[src/rtl/core/vcf_pkg.sv]
// ----------------------------------------------------------------------------
// vcf_pkg
// Types and codes shared by the vending controller modules.
// ----------------------------------------------------------------------------
`default_nettype none

package vcf_pkg;

  localparam int NUM_PRICES = 4;

  typedef enum logic [1:0] {
    MODE_NOCOIN  = 2'd0,
    MODE_HASCOIN = 2'd1,
    MODE_DISP    = 2'd2,
    MODE_SOLDOUT = 2'd3
  } mode_t;

  typedef enum logic [2:0] {
    CMD_INSERT   = 3'd0,
    CMD_SELECT   = 3'd1,
    CMD_DISPENSE = 3'd2,
    CMD_RETURN   = 3'd3,
    CMD_REFILL   = 3'd4
  } cmd_t;

  typedef enum logic [3:0] {
    ST_TAKEN      = 4'd0,
    ST_BOUNCED    = 4'd1,
    ST_NEEDCOIN   = 4'd2,
    ST_BADIDX     = 4'd3,
    ST_EMPTY      = 4'd4,
    ST_SHORT      = 4'd5,
    ST_VEND       = 4'd6,
    ST_DISPENSED  = 4'd7,
    ST_REFUNDED   = 4'd8,
    ST_REFILLED   = 4'd9,
    ST_REFUSED    = 4'd10,
    ST_NOTALLOWED = 4'd11
  } status_t;

  typedef enum logic [2:0] {
    REG_PRODUCTS = 3'd0,
    REG_PRICE0   = 3'd1,
    REG_PRICE1   = 3'd2,
    REG_PRICE2   = 3'd3,
    REG_PRICE3   = 3'd4
  } reg_idx_t;

  typedef struct packed {
    cmd_t        cmd;
    logic [9:0]  coin_value;
    logic [2:0]  product_index;
    logic [7:0]  refill_count;
  } cmd_item_t;

  typedef struct packed {
    mode_t       mode;
    logic [15:0] credit;
    logic [1:0]  chosen_slot;
  } ctrl_state_t;

  typedef struct packed {
    status_t     status;
    mode_t       machine_state;
    logic [15:0] balance;
    logic [15:0] change_amount;
    logic [15:0] returned_amount;
    logic [15:0] shortfall;
    logic [1:0]  dispensed_slot;
  } result_t;

endpackage

`default_nettype wire

[src/rtl/core/vending_controller_fsm.sv]
// ----------------------------------------------------------------------------
// vending_controller_fsm
// Vending controller: coin credit, product selection, dispense and refill.
//
//   channel  dir  tdata                               tuser
//   in_      in   coin_value, product_index,          cmd
//                 refill_count
//   out_     out  machine_state, balance, change,     status
//                 returned, shortfall, dispensed_slot
//   cfg_     in   index selects register, data value  -
//
// one command per cycle while the output is not stalled; the command passes
// through the input register to the decode, which updates the state registers
// as the result is written to the output register
// reset clears credit and stock, so the machine starts sold out
// a stalled output holds the result; input accepts while its register is empty or the stage advances
// ----------------------------------------------------------------------------
`default_nettype none

module vending_controller_fsm #(
  parameter int MAX_SLOTS = 4
) (
  input  logic        clk,
  input  logic        rst_n,
  input  logic        in_tvalid,
  output logic        in_tready,
  input  logic [23:0] in_tdata,   // coin_value, product_index, refill_count, pad
  input  logic [2:0]  in_tuser,   // cmd
  output logic        out_tvalid,
  input  logic        out_tready,
  output logic [71:0] out_tdata,  // machine_state, balance, change_amount,
                                  // returned_amount, shortfall, dispensed_slot, pad
  output logic [3:0]  out_tuser,  // status
  input  logic        cfg_valid,
  output logic        cfg_ready,
  input  logic [2:0]  cfg_index,
  input  logic [15:0] cfg_data
);
  import vcf_pkg::*;

  localparam int SLOTS = (MAX_SLOTS < 4) ? MAX_SLOTS : 4;

  cmd_item_t   item_r;
  logic        in_v_r;
  logic        out_v_r;
  result_t     res_r;
  result_t     res_nxt;
  ctrl_state_t state_r;
  ctrl_state_t state_nxt;
  logic [7:0]  stock_r   [SLOTS];
  logic [7:0]  stock_nxt [SLOTS];
  logic [2:0]  piu_r;
  logic [15:0] price_r   [NUM_PRICES];
  logic        advance;

  assign advance   = in_v_r && (!out_v_r || out_tready);
  assign in_tready = !in_v_r || advance;
  assign cfg_ready = 1'b1;

  vcf_step #(.SLOTS(SLOTS)) u_step (
    .item            (item_r),
    .state           (state_r),
    .stock           (stock_r),
    .products_in_use (piu_r),
    .price           (price_r),
    .state_nxt       (state_nxt),
    .stock_nxt       (stock_nxt),
    .result          (res_nxt)
  );

  always_ff @(posedge clk) begin
    if (!rst_n) begin
      in_v_r  <= 1'b0;
      out_v_r <= 1'b0;
      state_r <= '{mode: MODE_SOLDOUT, credit: 16'd0, chosen_slot: 2'd0};
      for (int i = 0; i < SLOTS; i++) stock_r[i] <= 8'd0;
    end else begin
      if (in_tvalid && in_tready) begin
        in_v_r <= 1'b1;
      end else if (advance) begin
        in_v_r <= 1'b0;
      end
      if (advance) begin
        out_v_r <= 1'b1;
        state_r <= state_nxt;
        for (int i = 0; i < SLOTS; i++) stock_r[i] <= stock_nxt[i];
      end else if (out_tready) begin
        out_v_r <= 1'b0;
      end
    end
  end

  always_ff @(posedge clk) begin
    if (in_tvalid && in_tready) begin
      item_r.cmd           <= cmd_t'(in_tuser);
      item_r.coin_value    <= in_tdata[9:0];
      item_r.product_index <= in_tdata[12:10];
      item_r.refill_count  <= in_tdata[20:13];
    end
    if (advance) res_r <= res_nxt;
  end

  // configuration registers
  always_ff @(posedge clk) begin
    if (!rst_n) begin
      piu_r <= 3'd4;
      for (int i = 0; i < NUM_PRICES; i++) price_r[i] <= 16'd0;
    end else if (cfg_valid && cfg_ready) begin
      unique case (cfg_index)
        REG_PRODUCTS: piu_r      <= cfg_data[2:0];
        REG_PRICE0:   price_r[0] <= cfg_data;
        REG_PRICE1:   price_r[1] <= cfg_data;
        REG_PRICE2:   price_r[2] <= cfg_data;
        REG_PRICE3:   price_r[3] <= cfg_data;
        default: ;
      endcase
    end
  end

  assign out_tvalid = out_v_r;
  assign out_tuser  = res_r.status;
  assign out_tdata  = {4'b0, res_r.dispensed_slot, res_r.shortfall,
                       res_r.returned_amount, res_r.change_amount,
                       res_r.balance, res_r.machine_state};

  a_vend_clears_balance: assert property (@(posedge clk) disable iff (!rst_n)
    out_v_r && res_r.status == ST_VEND |-> res_r.balance == 16'd0 &&
      res_r.machine_state == MODE_DISP)
    else $error("vend result without cleared balance");

  a_disp_no_credit: assert property (@(posedge clk) disable iff (!rst_n)
    state_r.mode == MODE_DISP |-> state_r.credit == 16'd0)
    else $error("credit held while dispensing");

  a_advance_fills_output: assert property (@(posedge clk) disable iff (!rst_n)
    advance |=> out_v_r && res_r.machine_state == state_r.mode)
    else $error("result register out of step with state");

  a_stall_holds_item: assert property (@(posedge clk) disable iff (!rst_n)
    in_v_r && !advance |=> in_v_r && $stable(item_r))
    else $error("held command lost during stall");

  a_dispensed_leaves_disp: assert property (@(posedge clk) disable iff (!rst_n)
    out_v_r && res_r.status == ST_DISPENSED |->
      res_r.machine_state == MODE_NOCOIN || res_r.machine_state == MODE_SOLDOUT)
    else $error("dispense left machine in wrong state");

endmodule

`default_nettype wire

[src/rtl/core/vcf_step.sv]
// ----------------------------------------------------------------------------
// vcf_step
// Combinational command decode: next controller state, stock and result.
// ----------------------------------------------------------------------------
`default_nettype none

module vcf_step #(
  parameter int SLOTS = 4
) (
  input  vcf_pkg::cmd_item_t   item,
  input  vcf_pkg::ctrl_state_t state,
  input  logic [7:0]           stock [SLOTS],
  input  logic [2:0]           products_in_use,
  input  logic [15:0]          price [vcf_pkg::NUM_PRICES],
  output vcf_pkg::ctrl_state_t state_nxt,
  output logic [7:0]           stock_nxt [SLOTS],
  output vcf_pkg::result_t     result
);
  import vcf_pkg::*;

  localparam logic [3:0] SLOTS_W = 4'(SLOTS);

  logic        valid_idx;
  logic        refill_ok;
  logic        all_empty;
  logic [15:0] sel_price;
  logic [7:0]  sel_stock;
  logic [16:0] credit_sum;
  logic [15:0] credit_sat;
  logic [8:0]  refill_sum;

  assign valid_idx = ({1'b0, item.product_index} < {1'b0, products_in_use}) &&
                     ({1'b0, item.product_index} < SLOTS_W);
  assign refill_ok = ((state.mode == MODE_NOCOIN) || (state.mode == MODE_SOLDOUT)) &&
                     valid_idx;
  assign sel_price  = price[item.product_index[1:0]];
  assign credit_sum = {1'b0, state.credit} + {7'b0, item.coin_value};
  assign credit_sat = credit_sum[16] ? 16'hFFFF : credit_sum[15:0];

  always_comb begin
    sel_stock = 8'd0;
    for (int i = 0; i < SLOTS; i++) begin
      if (2'(i) == item.product_index[1:0]) sel_stock = stock[i];
    end
  end

  assign refill_sum = {1'b0, sel_stock} + {1'b0, item.refill_count};

  // stock update
  always_comb begin
    for (int i = 0; i < SLOTS; i++) begin
      stock_nxt[i] = stock[i];
      if (item.cmd == CMD_REFILL && refill_ok && item.product_index[1:0] == 2'(i)) begin
        stock_nxt[i] = refill_sum[8] ? 8'hFF : refill_sum[7:0];
      end
      if (item.cmd == CMD_DISPENSE && state.mode == MODE_DISP &&
          state.chosen_slot == 2'(i) && stock[i] != 8'd0) begin
        stock_nxt[i] = stock[i] - 8'd1;
      end
    end
  end

  always_comb begin
    all_empty = 1'b1;
    for (int i = 0; i < SLOTS; i++) begin
      if (3'(i) < products_in_use && stock_nxt[i] != 8'd0) all_empty = 1'b0;
    end
  end

  // next state
  always_comb begin
    state_nxt = state;
    unique case (item.cmd)
      CMD_INSERT: begin
        if (state.mode == MODE_NOCOIN) begin
          state_nxt.credit = {6'b0, item.coin_value};
          state_nxt.mode   = MODE_HASCOIN;
        end else if (state.mode == MODE_HASCOIN) begin
          state_nxt.credit = credit_sat;
        end
      end
      CMD_SELECT: begin
        if (state.mode == MODE_HASCOIN && valid_idx) begin
          state_nxt.chosen_slot = item.product_index[1:0];
          if (sel_stock != 8'd0 && state.credit >= sel_price) begin
            state_nxt.credit = 16'd0;
            state_nxt.mode   = MODE_DISP;
          end
        end
      end
      CMD_DISPENSE: begin
        if (state.mode == MODE_DISP) begin
          state_nxt.mode = all_empty ? MODE_SOLDOUT : MODE_NOCOIN;
        end
      end
      CMD_RETURN: begin
        if (state.mode == MODE_HASCOIN) begin
          state_nxt.credit = 16'd0;
          state_nxt.mode   = MODE_NOCOIN;
        end
      end
      CMD_REFILL: begin
        if (refill_ok) state_nxt.mode = MODE_NOCOIN;
      end
      default: ;
    endcase
  end

  // result
  always_comb begin
    result                 = '0;
    result.status          = ST_NOTALLOWED;
    result.machine_state   = state_nxt.mode;
    result.balance         = state_nxt.credit;
    unique case (item.cmd)
      CMD_INSERT: begin
        if (state.mode == MODE_NOCOIN || state.mode == MODE_HASCOIN) begin
          result.status = ST_TAKEN;
        end else begin
          result.status          = ST_BOUNCED;
          result.returned_amount = {6'b0, item.coin_value};
        end
      end
      CMD_SELECT: begin
        if (state.mode == MODE_NOCOIN) begin
          result.status = ST_NEEDCOIN;
        end else if (state.mode == MODE_HASCOIN) begin
          if (!valid_idx) begin
            result.status = ST_BADIDX;
          end else if (sel_stock == 8'd0) begin
            result.status = ST_EMPTY;
          end else if (state.credit >= sel_price) begin
            result.status        = ST_VEND;
            result.change_amount = state.credit - sel_price;
          end else begin
            result.status    = ST_SHORT;
            result.shortfall = sel_price - state.credit;
          end
        end
      end
      CMD_DISPENSE: begin
        if (state.mode == MODE_NOCOIN) begin
          result.status = ST_NEEDCOIN;
        end else if (state.mode == MODE_DISP) begin
          result.status         = ST_DISPENSED;
          result.dispensed_slot = state.chosen_slot;
        end
      end
      CMD_RETURN: begin
        if (state.mode == MODE_HASCOIN) begin
          result.status          = ST_REFUNDED;
          result.returned_amount = state.credit;
        end
      end
      CMD_REFILL: begin
        result.status = refill_ok ? ST_REFILLED : ST_REFUSED;
      end
      default: ;
    endcase
  end

endmodule

`default_nettype wire
[config.mk]
export PLATFORM = sky130hd
export DESIGN_NAME = vending_controller_fsm
export DESIGN_NICKNAME = d
export VERILOG_FILES = /design/src/rtl/core/vcf_pkg.sv /design/src/rtl/core/vending_controller_fsm.sv /design/src/rtl/core/vcf_step.sv
export SDC_FILE = /design/constraint.sdc
export NUM_CORES = 1
export LEC_CHECK = 0
export ABC_AREA = 1
export BUFFER_PORTS_ARGS = -buffer_cell sky130_fd_sc_hd__buf_2
export CELL_PAD_IN_SITES_DETAIL_PLACEMENT = 1
export CELL_PAD_IN_SITES_GLOBAL_PLACEMENT = 1
export CORE_MARGIN = 2
export CORE_UTILIZATION = 44
export DETAILED_ROUTE_END_ITERATION = 16
export PLACE_DENSITY_LB_ADDON = 0.3
export SLEW_MARGIN = 20
export SYNTH_ARGS = -nofsm -noshare
export SYNTH_HDL_FRONTEND = slang
export SYNTH_HIERARCHICAL = 1
export SYNTH_SLANG_ARGS = --single-unit
[constraint.sdc]
create_clock -name clk -period 5.7 [get_ports clk]
set_input_delay 0.855 -clock clk [delete_from_list [all_inputs] [get_ports clk]]
set_output_delay 0.855 -clock clk [all_outputs]
set_load 0.03 [all_outputs]
# Word-level counts from Yosys, hierarchy flattened
# Cells that the tools add are included.
# W data, S select, Z words.
# op_classes
bitwise	7
add_sub_neg	8
muxes	50
eq_ne	20
magnitude_cmp	8
n_reduce_logical	56
# op_table
operator	n
$mux W8	13
$mux W16	6
$reduce_bool A8 Y1	9
$pmux W16 S3	1
$mux W18	2
$bmux W16 S2	1
$pmux W16 S2	1
$sub A16 B16 Y16	2
$sub A8 B1 Y8 const B	4
$logic_and A1 B1 Y1	24
$mux W20	1
$mux W4	5
$pmux W4 S5	1
$add A16 B10 Y17	1
$ge A16 B16 Y1	1
$mux W2	8
$eq A2 B2 Y1 const B	6
$eq A3 B2 Y1 const B	4
$reduce_or A6 Y1	2
$mux W10	1
$pmux W2 S5	1
$reduce_and A2 Y1	5
$add A8 B8 Y9	1
$mux W1	9
other kinds (20)	40
# word_totals
word_cells	174
ff_bits	217

# Logic depth before layout (Yosys ltp)
# Gate-level depths: netlist of the first run.
# logic_depth
word_depth	18
mapped_depth	27

# Cells and area by module
# The synthesis of the first run kept the hierarchy.
# modules_own_cells
module	cells_per_inst	n_inst	area_per_inst_um2	seq_area_each_um2
vending_controller_fsm	788	1	7852.5	5305.1
vcf_step	1111	1	5900.7	0.0

# Least setup slack after synthesis of the first run
# OpenSTA, ideal clock, no wires.
# synth_timing
path_kind	reg-to-reg
from	register item_r[8] (netlist name)
to	register state_r[5] (netlist name)
setup_ns	0.113
path_stages_with_launch	26
synth_period_minus_slack_ns	4.004
path_slack_ns	1.696
n_path_buf	4
arrival_time_ns	3.891
t_required_ns	5.587
cell_sequence	edfxtp_1 > nand2_1 > clkinv_1 > clkbuf_1 > a221oi_1 > inv_1 > ha_1 > clkbuf_1 > nand2_1 > inv_1 > a21oi_1 > o21ai_1 > nand2_1 > o311ai_1 > inv_1 > nor2_2 > nand2_4 > nand2_2 > nand3_2 > inv_2 > buf_6 > o21ai_2 > buf_4 > nand3b_1 > nand2_1 > nor2_1
# synth_lines
element	line	text
start: declaration	vending_controller_fsm.sv:43	cmd_item_t item_r;
end signal: assignment	vending_controller_fsm.sv:75	state_r <= '{mode: MODE_SOLDOUT, credit: 16'd0, chosen_slot: 2'd0};
end signal: assignment	vending_controller_fsm.sv:85	state_r <= state_nxt;
end: declaration	vending_controller_fsm.sv:48	ctrl_state_t state_r;

==> results of run 1 <==
where the power goes:
part | internal (mW) | switching [mW] | total (mW)
Sequential | 1.70 | 0.0702 | 1.77
Combinational | 0.316 | 0.680 | 0.995
Clock | 0.983 | 0.690 | 1.67
Total | 3.00 | 1.44 | 4.44
per-layer routing:
layer  track usage  wire (um)
met5             0          0
met4        0.0700        939
met3        0.0310       2440
met2         0.458      21200
met1         0.351      19900
worst paths after layout:
path | endpoint | slack (ns)
max reg2reg | state_r[4] | 0.59
max | state_r[4] | 0.59
min reg2reg | price_r[50] | 0.48
min | item_r[1] | 0.48
cells in the mapped netlist, drive strengths merged, types with 24 or more instances:
cell type / count
nand2: 429
buf: 53
o21ai: 58
clkbuf: 36
ha: 64
nand3: 133
edfxtp: 96
inv: 230
a21oi: 79
nor2: 360
nand3b: 53
dfxtp: 121
a22oi: 24
o22ai: 24
xor2: 29
logic make-up after synthesis:
family          share of synthesized area
simple gates                        0.322
compound gates                      0.103
buf+inv                             0.100
flops                               0.386
fa+ha+maj                          0.0640
xor+xnor                           0.0248
other cells                      0.000546
layout by cell type, fill, tap and decap left out, types with 5 or more instances in the layout:
cell | synthesis | layout
nand2_1 | 425 | 424
clkinv_2 | 0 | 8
o22ai_1 | 24 | 24
ha_1 | 64 | 64
xnor2_1 | 10 | 10
nor2_1 | 344 | 343
clkbuf_1 | 35 | 6
o221ai_1 | 6 | 6
o21ai_2 | 10 | 10
clkbuf_16 | 0 | 26
a21oi_1 | 79 | 79
or2_2 | 5 | 5
xor2_1 | 29 | 29
nand3b_1 | 53 | 53
inv_2 | 8 | 7
buf_4 | 29 | 9
o21ai_0 | 44 | 44
nor3_1 | 15 | 15
nand3_1 | 130 | 130
nor2_4 | 9 | 9
nor2_2 | 7 | 8
and2_1 | 10 | 10
conb_1 | 2 | 5
dfxtp_1 | 121 | 120
edfxtp_1 | 96 | 96
a221oi_1 | 13 | 13
a22oi_1 | 24 | 24
buf_2 | 17 | 120
inv_1 | 222 | 221
nand4_1 | 11 | 11
state kept, by name (all words and copies together) (netlist names):
signal,flops
price_r,64
out_tdata,68
stock_r,32
item_r,24
out_tuser,4
state_r,20
piu_r,3
out_tvalid,1
in_v_r,1
layout make-up:
class	count	area, um^2
well taps	396	495
flip-flops and latches	217	5310
clock inverters	12	123
inverters	233	877
repair buffers	130	688
fillers	3990	15400
multi-input cells	1363	7090
clock buffers	36	728
metrics by stage:
stage	utilization	instances	instance area [um^2]
final	0.499	2387	15300
after global routing	0.499	2387	15300
after CTS	0.499	2387	15300
after detailed placement	0.471	2339	14500
after global placement	0.471	2339	14500
after floorplan	-	1902	13800
==> impl_metrics.json, run 1 <==
{
  "worst_slew_pin_slew_ns": 1.01,
  "drtAntennaViolNets": 0,
  "drtIter0Drc": 873,
  "grt_usage": 0.265,
  "num_vias": 13000,
  "cp_num_cells": 22,
  "min_from": "in_tdata[14]",
  "cpMaxStageDelayCell": "a221oi_1",
  "post-cts-setup-buffers": 0,
  "h-tree-depth": 1,
  "min_period_over_period": 0.896,
  "routed_wl_um": 44500,
  "cts-buffers-inserted": 26,
  "io_buffers": 121,
  "fin_crit_ns": 5.11,
  "wire_per_inst_um": 18.6,
  "cts.repair.resized": 0,
  "area_delta_synth_final_pct": 11.3,
  "io-pin-count": 130,
  "synth.area.top_cells": "edfxtp_1, dfxtp_1, nand2_1",
  "rows": 64,
  "synth.cell_area_um2": 13800,
  "antenna_cells": 0,
  "remaining_drc_errors": 0,
  "cp-startpoint": "item_r[8]",
  "clk_latency_ns": 0.55,
  "crit_family": "simple AND/OR/NAND/NOR gates",
  "whs_path_depth": 1,
  "end_kind": "flip-flop",
  "tns_ns": 0,
  "hold_buffers": 0,
  "yosysTopAreaCell": "edfxtp_1",
  "ys_seq_area_frac": 0.386,
  "crit_required_ns": 6.13,
  "synth_edf_count": 96,
  "crit_chain": "inv_2 > nor2_2 > buf_4 > a22oi_1 > inv_1 > a221oi_1 > inv_1 > ha_1 > nand2_1 > nor2_1 > nand2_1 > o311ai_1 > inv_1 > nor2_2 > nand2_4 > nand2_2 > nand3_2 > inv_2 > o21ai_0 > nand3b_1 > nand2_1 > nor2_1",
  "tritoncts": "yes",
  "r2r-start": "item_r[8]",
  "drt_pre_antenna_iters": 5,
  "power_mw": 4.44,
  "status": "completed",
  "cap_viol_max_count": 0,
  "grt_pass1_wl_um": 70200,
  "async_flop_share": 0,
  "numClockSinks": 217,
  "p_leak_nw": 7.32,
  "max_freq_mhz": 196,
  "slowest_delay_ns": 0.64,
  "gr-total-overflow": 0,
  "crit_path_start_kind": "flip-flop",
  "clkTransAtPathRegs_ns": 0.06,
  "via_per_inst": 5.45,
  "ff2ff_path_depth": 22,
  "drive_gt1_frac": 0.113,
  "slew_headroom": 0.320,
  "yosysUniqueCellTypes": 52,
  "antenna_found_initial": 0,
  "hold-worst-slack_ns": 0.484,
  "nets": 2090,
  "synth_ff_type": "dfxtp_1",
  "final_hold_viol_count": 0,
  "root_buffer": "clkbuf_16",
  "synth_seq_cells": 217,
  "synth_warnings": 6,
  "synth_area_per_cell_um2": 7.24,
  "path_class": "flip-flop to flip-flop",
  "fin_ws_ns": 0.594,
  "ir_drop_uv": 241,
  "clock_path_buffers": 3,
  "slew_viol_final": 0,
  "grt_max_degree": 73,
  "hold_class": "primary input to flip-flop",
  "first_global_vias": 13000,
  "worstPathArrival_ns": 5.54,
  "synth.top_cell.area_share": 0.210,
  "core_um2": 30700,
  "pre_cts_ws_ns": 0.723,
  "cp_num_buf_inv": 6,
  "setup_viol": 0,
  "die_h_um": 181,
  "skew_ns": 0.0170,
  "crit_path_max_fanout": 14,
  "die_w_um": 181,
  "synthCells": 1899,
  "initial_core_util": 0.448,
  "rsz0062_at_grt": "no",
  "gp_routability_congestion": 0.924,
  "dieArea_um2": 32700,
  "hpwl_um": 31900,
  "p_per_area_nw_per_um2": 290
}
Power figures use the tool's default switching activity.
==> run 2, diff against run 1 <==
==> constraint.sdc (replaced) <==
create_clock -name clk -period 5.7 [get_ports clk]
set_input_delay 1.14 -clock clk [delete_from_list [all_inputs] [get_ports clk]]
set_output_delay 1.14 -clock clk [all_outputs]
set_load 0.03 [all_outputs]
==> run 2 against run 1 <==
  * Combinational power about the same
  * Core utilization increased by 0.26 points
  * Highest routed layer unchanged
  * Register-to-register slack got worse by 0.06 ns
  * Non-clock buffer count increased by 1
==> impl_metrics.json, run 2 (same netlist as run 1, synthesis figures left out) <==
{
  "tritoncts": "yes",
  "worstPathArrival_ns": 5.59,
  "placed_area_um2": 14500,
  "grt_max_degree": 77,
  "initial_core_util": 0.448,
  "largest_reg_flops": 68,
  "numClockSinks": 217,
  "path_class": "flip-flop to flip-flop",
  "ff2ff_path_depth": 22,
  "crit_path_start_kind": "flip-flop",
  "r2r-end": "state_r[4]",
  "gr-total-overflow": 0,
  "grt_pass1_wl_um": 72300,
  "slew_headroom": 0.361,
  "reg2reg_slack_ns": 0.53,
  "slew_viol_final": 0,
  "fin_area_um2": 15400,
  "remaining_drc_errors": 0,
  "gp_routability_congestion": 0.956,
  "routed_wl_um": 44600,
  "status": "completed",
  "ir_drop_uv": 199,
  "max_freq_mhz": 194,
  "clk_latency_ns": 0.53,
  "root_buffer": "clkbuf_16",
  "setup_viol": 0,
  "tns_ns": 0,
  "antenna_found_initial": 0,
  "cts.repair.resized": 0,
  "h-tree-depth": 1,
  "end_kind": "flip-flop",
  "crit_path_max_fanout": 14,
  "fin_util": 0.502,
  "r2r-start": "item_r[8]",
  "skew_ns": 0.0145,
  "layout_commonest_cell": "nand2_1",
  "layout_common_cells": "nand2_1, nor2_1, inv_1",
  "hold_buffers": 0,
  "fin_crit_ns": 5.17,
  "cap_viol_max_count": 0,
  "nets": 2091,
  "p_per_area_nw_per_um2": 295,
  "p_leak_nw": 7.37,
  "power_mw": 4.53,
  "cp-startpoint": "item_r[8]",
  "num_vias": 13100,
  "grt_usage": 0.271,
  "crit_required_ns": 6.12,
  "worst_slew_pin_slew_ns": 0.959,
  "die_w_um": 181,
  "rsz0062_at_grt": "no",
  "clkTransAtPathRegs_ns": 0.06,
  "dieArea_um2": 32700,
  "rows": 64,
  "min_period_over_period": 0.906,
  "first_global_vias": 13600,
  "io-pin-count": 130,
  "antenna_cells": 0,
  "wire_per_inst_um": 18.7,
  "drtIter0Drc": 754,
  "endpoint": "state_r[4]",
  "drt_pre_antenna_iters": 5,
  "hold_class": "flip-flop to flip-flop",
  "cts-buffers-inserted": 26,
  "clock_path_buffers": 3,
  "area_delta_synth_final_pct": 11.9,
  "drive_gt1_frac": 0.115,
  "fill_cells": 3949,
  "post-cts-setup-buffers": 0,
  "hpwl_um": 32300,
  "via_per_inst": 5.47,
  "io_buffers": 121,
  "core_um2": 30700,
  "fin_ws_ns": 0.533,
  "final_hold_viol_count": 0,
  "drtAntennaViolNets": 0,
  "pre_cts_ws_ns": 0.714,
  "die_h_um": 181
}
run 2: layout make-up:
cell class | count | area (um^2) | share of cell area
Sequential cell | 217 | 5310 | 0.345
Multi-Input combinational cell | 1363 | 7090 | 0.461
Clock buffer | 39 | 855 | 0.0555
Inverter | 233 | 877 | 0.0570
Timing Repair Buffer | 131 | 696 | 0.0452
Clock inverter | 8 | 68.8 | 0.00447
Tap cell | 396 | 495 | 0.0322
run 2: worst min-delay path by stage:
stage | startpoint | endpoint | slack, ns | depth (start not counted)
finish | price_r[46] | price_r[46] | 0.49 | 2
CTS | price_r[32] | price_r[32] | 0.49 | 2
floorplan | price_r[24] | price_r[24] | 0.45 | 2
global route | price_r[17] | price_r[17] | 0.51 | 2
detailed placement | price_r[32] | price_r[32] | 0.47 | 2
global placement | price_r[58] | price_r[58] | 0.46 | 2
run 2: stage by stage:
stage          std cells  hold slack [ns]
2_1_floorplan       1902            0.454
3_3_place_gp        2340            0.462
3_5_place_dp        2340            0.472
4_1_cts             2387            0.487
5_1_grt             2387            0.510
6_report            2387            0.487
run 2: layer usage:
metal | GRT usage | part of all wire | vias to the layer above
met3 | 0.0373 | 0.056 | 89
met4 | 0.0842 | 0.031 | 0
met1 | 0.352 | 0.43 | 6297
met2 | 0.468 | 0.48 | 392
met5 | 0 | 0 | -
li1 | - | - | 6285
run 2: critical path, cell delays in order, from the launching register on:
cell and delay, ns:
edfxtp_1 0.51, inv_2 0.28, nor2_2 0.23, buf_4 0.24, a22oi_1 0.15, inv_1 0.07, a221oi_1 0.56, inv_1 0.11
ha_1 0.47, nand2_1 0.16, nor2_1 0.20, nand2_1 0.10, o311ai_1 0.34, inv_1 0.09, nor2_2 0.18, nand2_4 0.13
nand2_2 0.13, nand3_2 0.14, inv_2 0.37, o21ai_0 0.22, nand3b_1 0.20, nand2_1 0.09, nor2_1 0.05
run 2: report_power, final:
part / switching, mW / internal [mW]
logic: 0.680 / 0.316
clock network: 0.680 / 1.08
registers: 0.0726 / 1.70
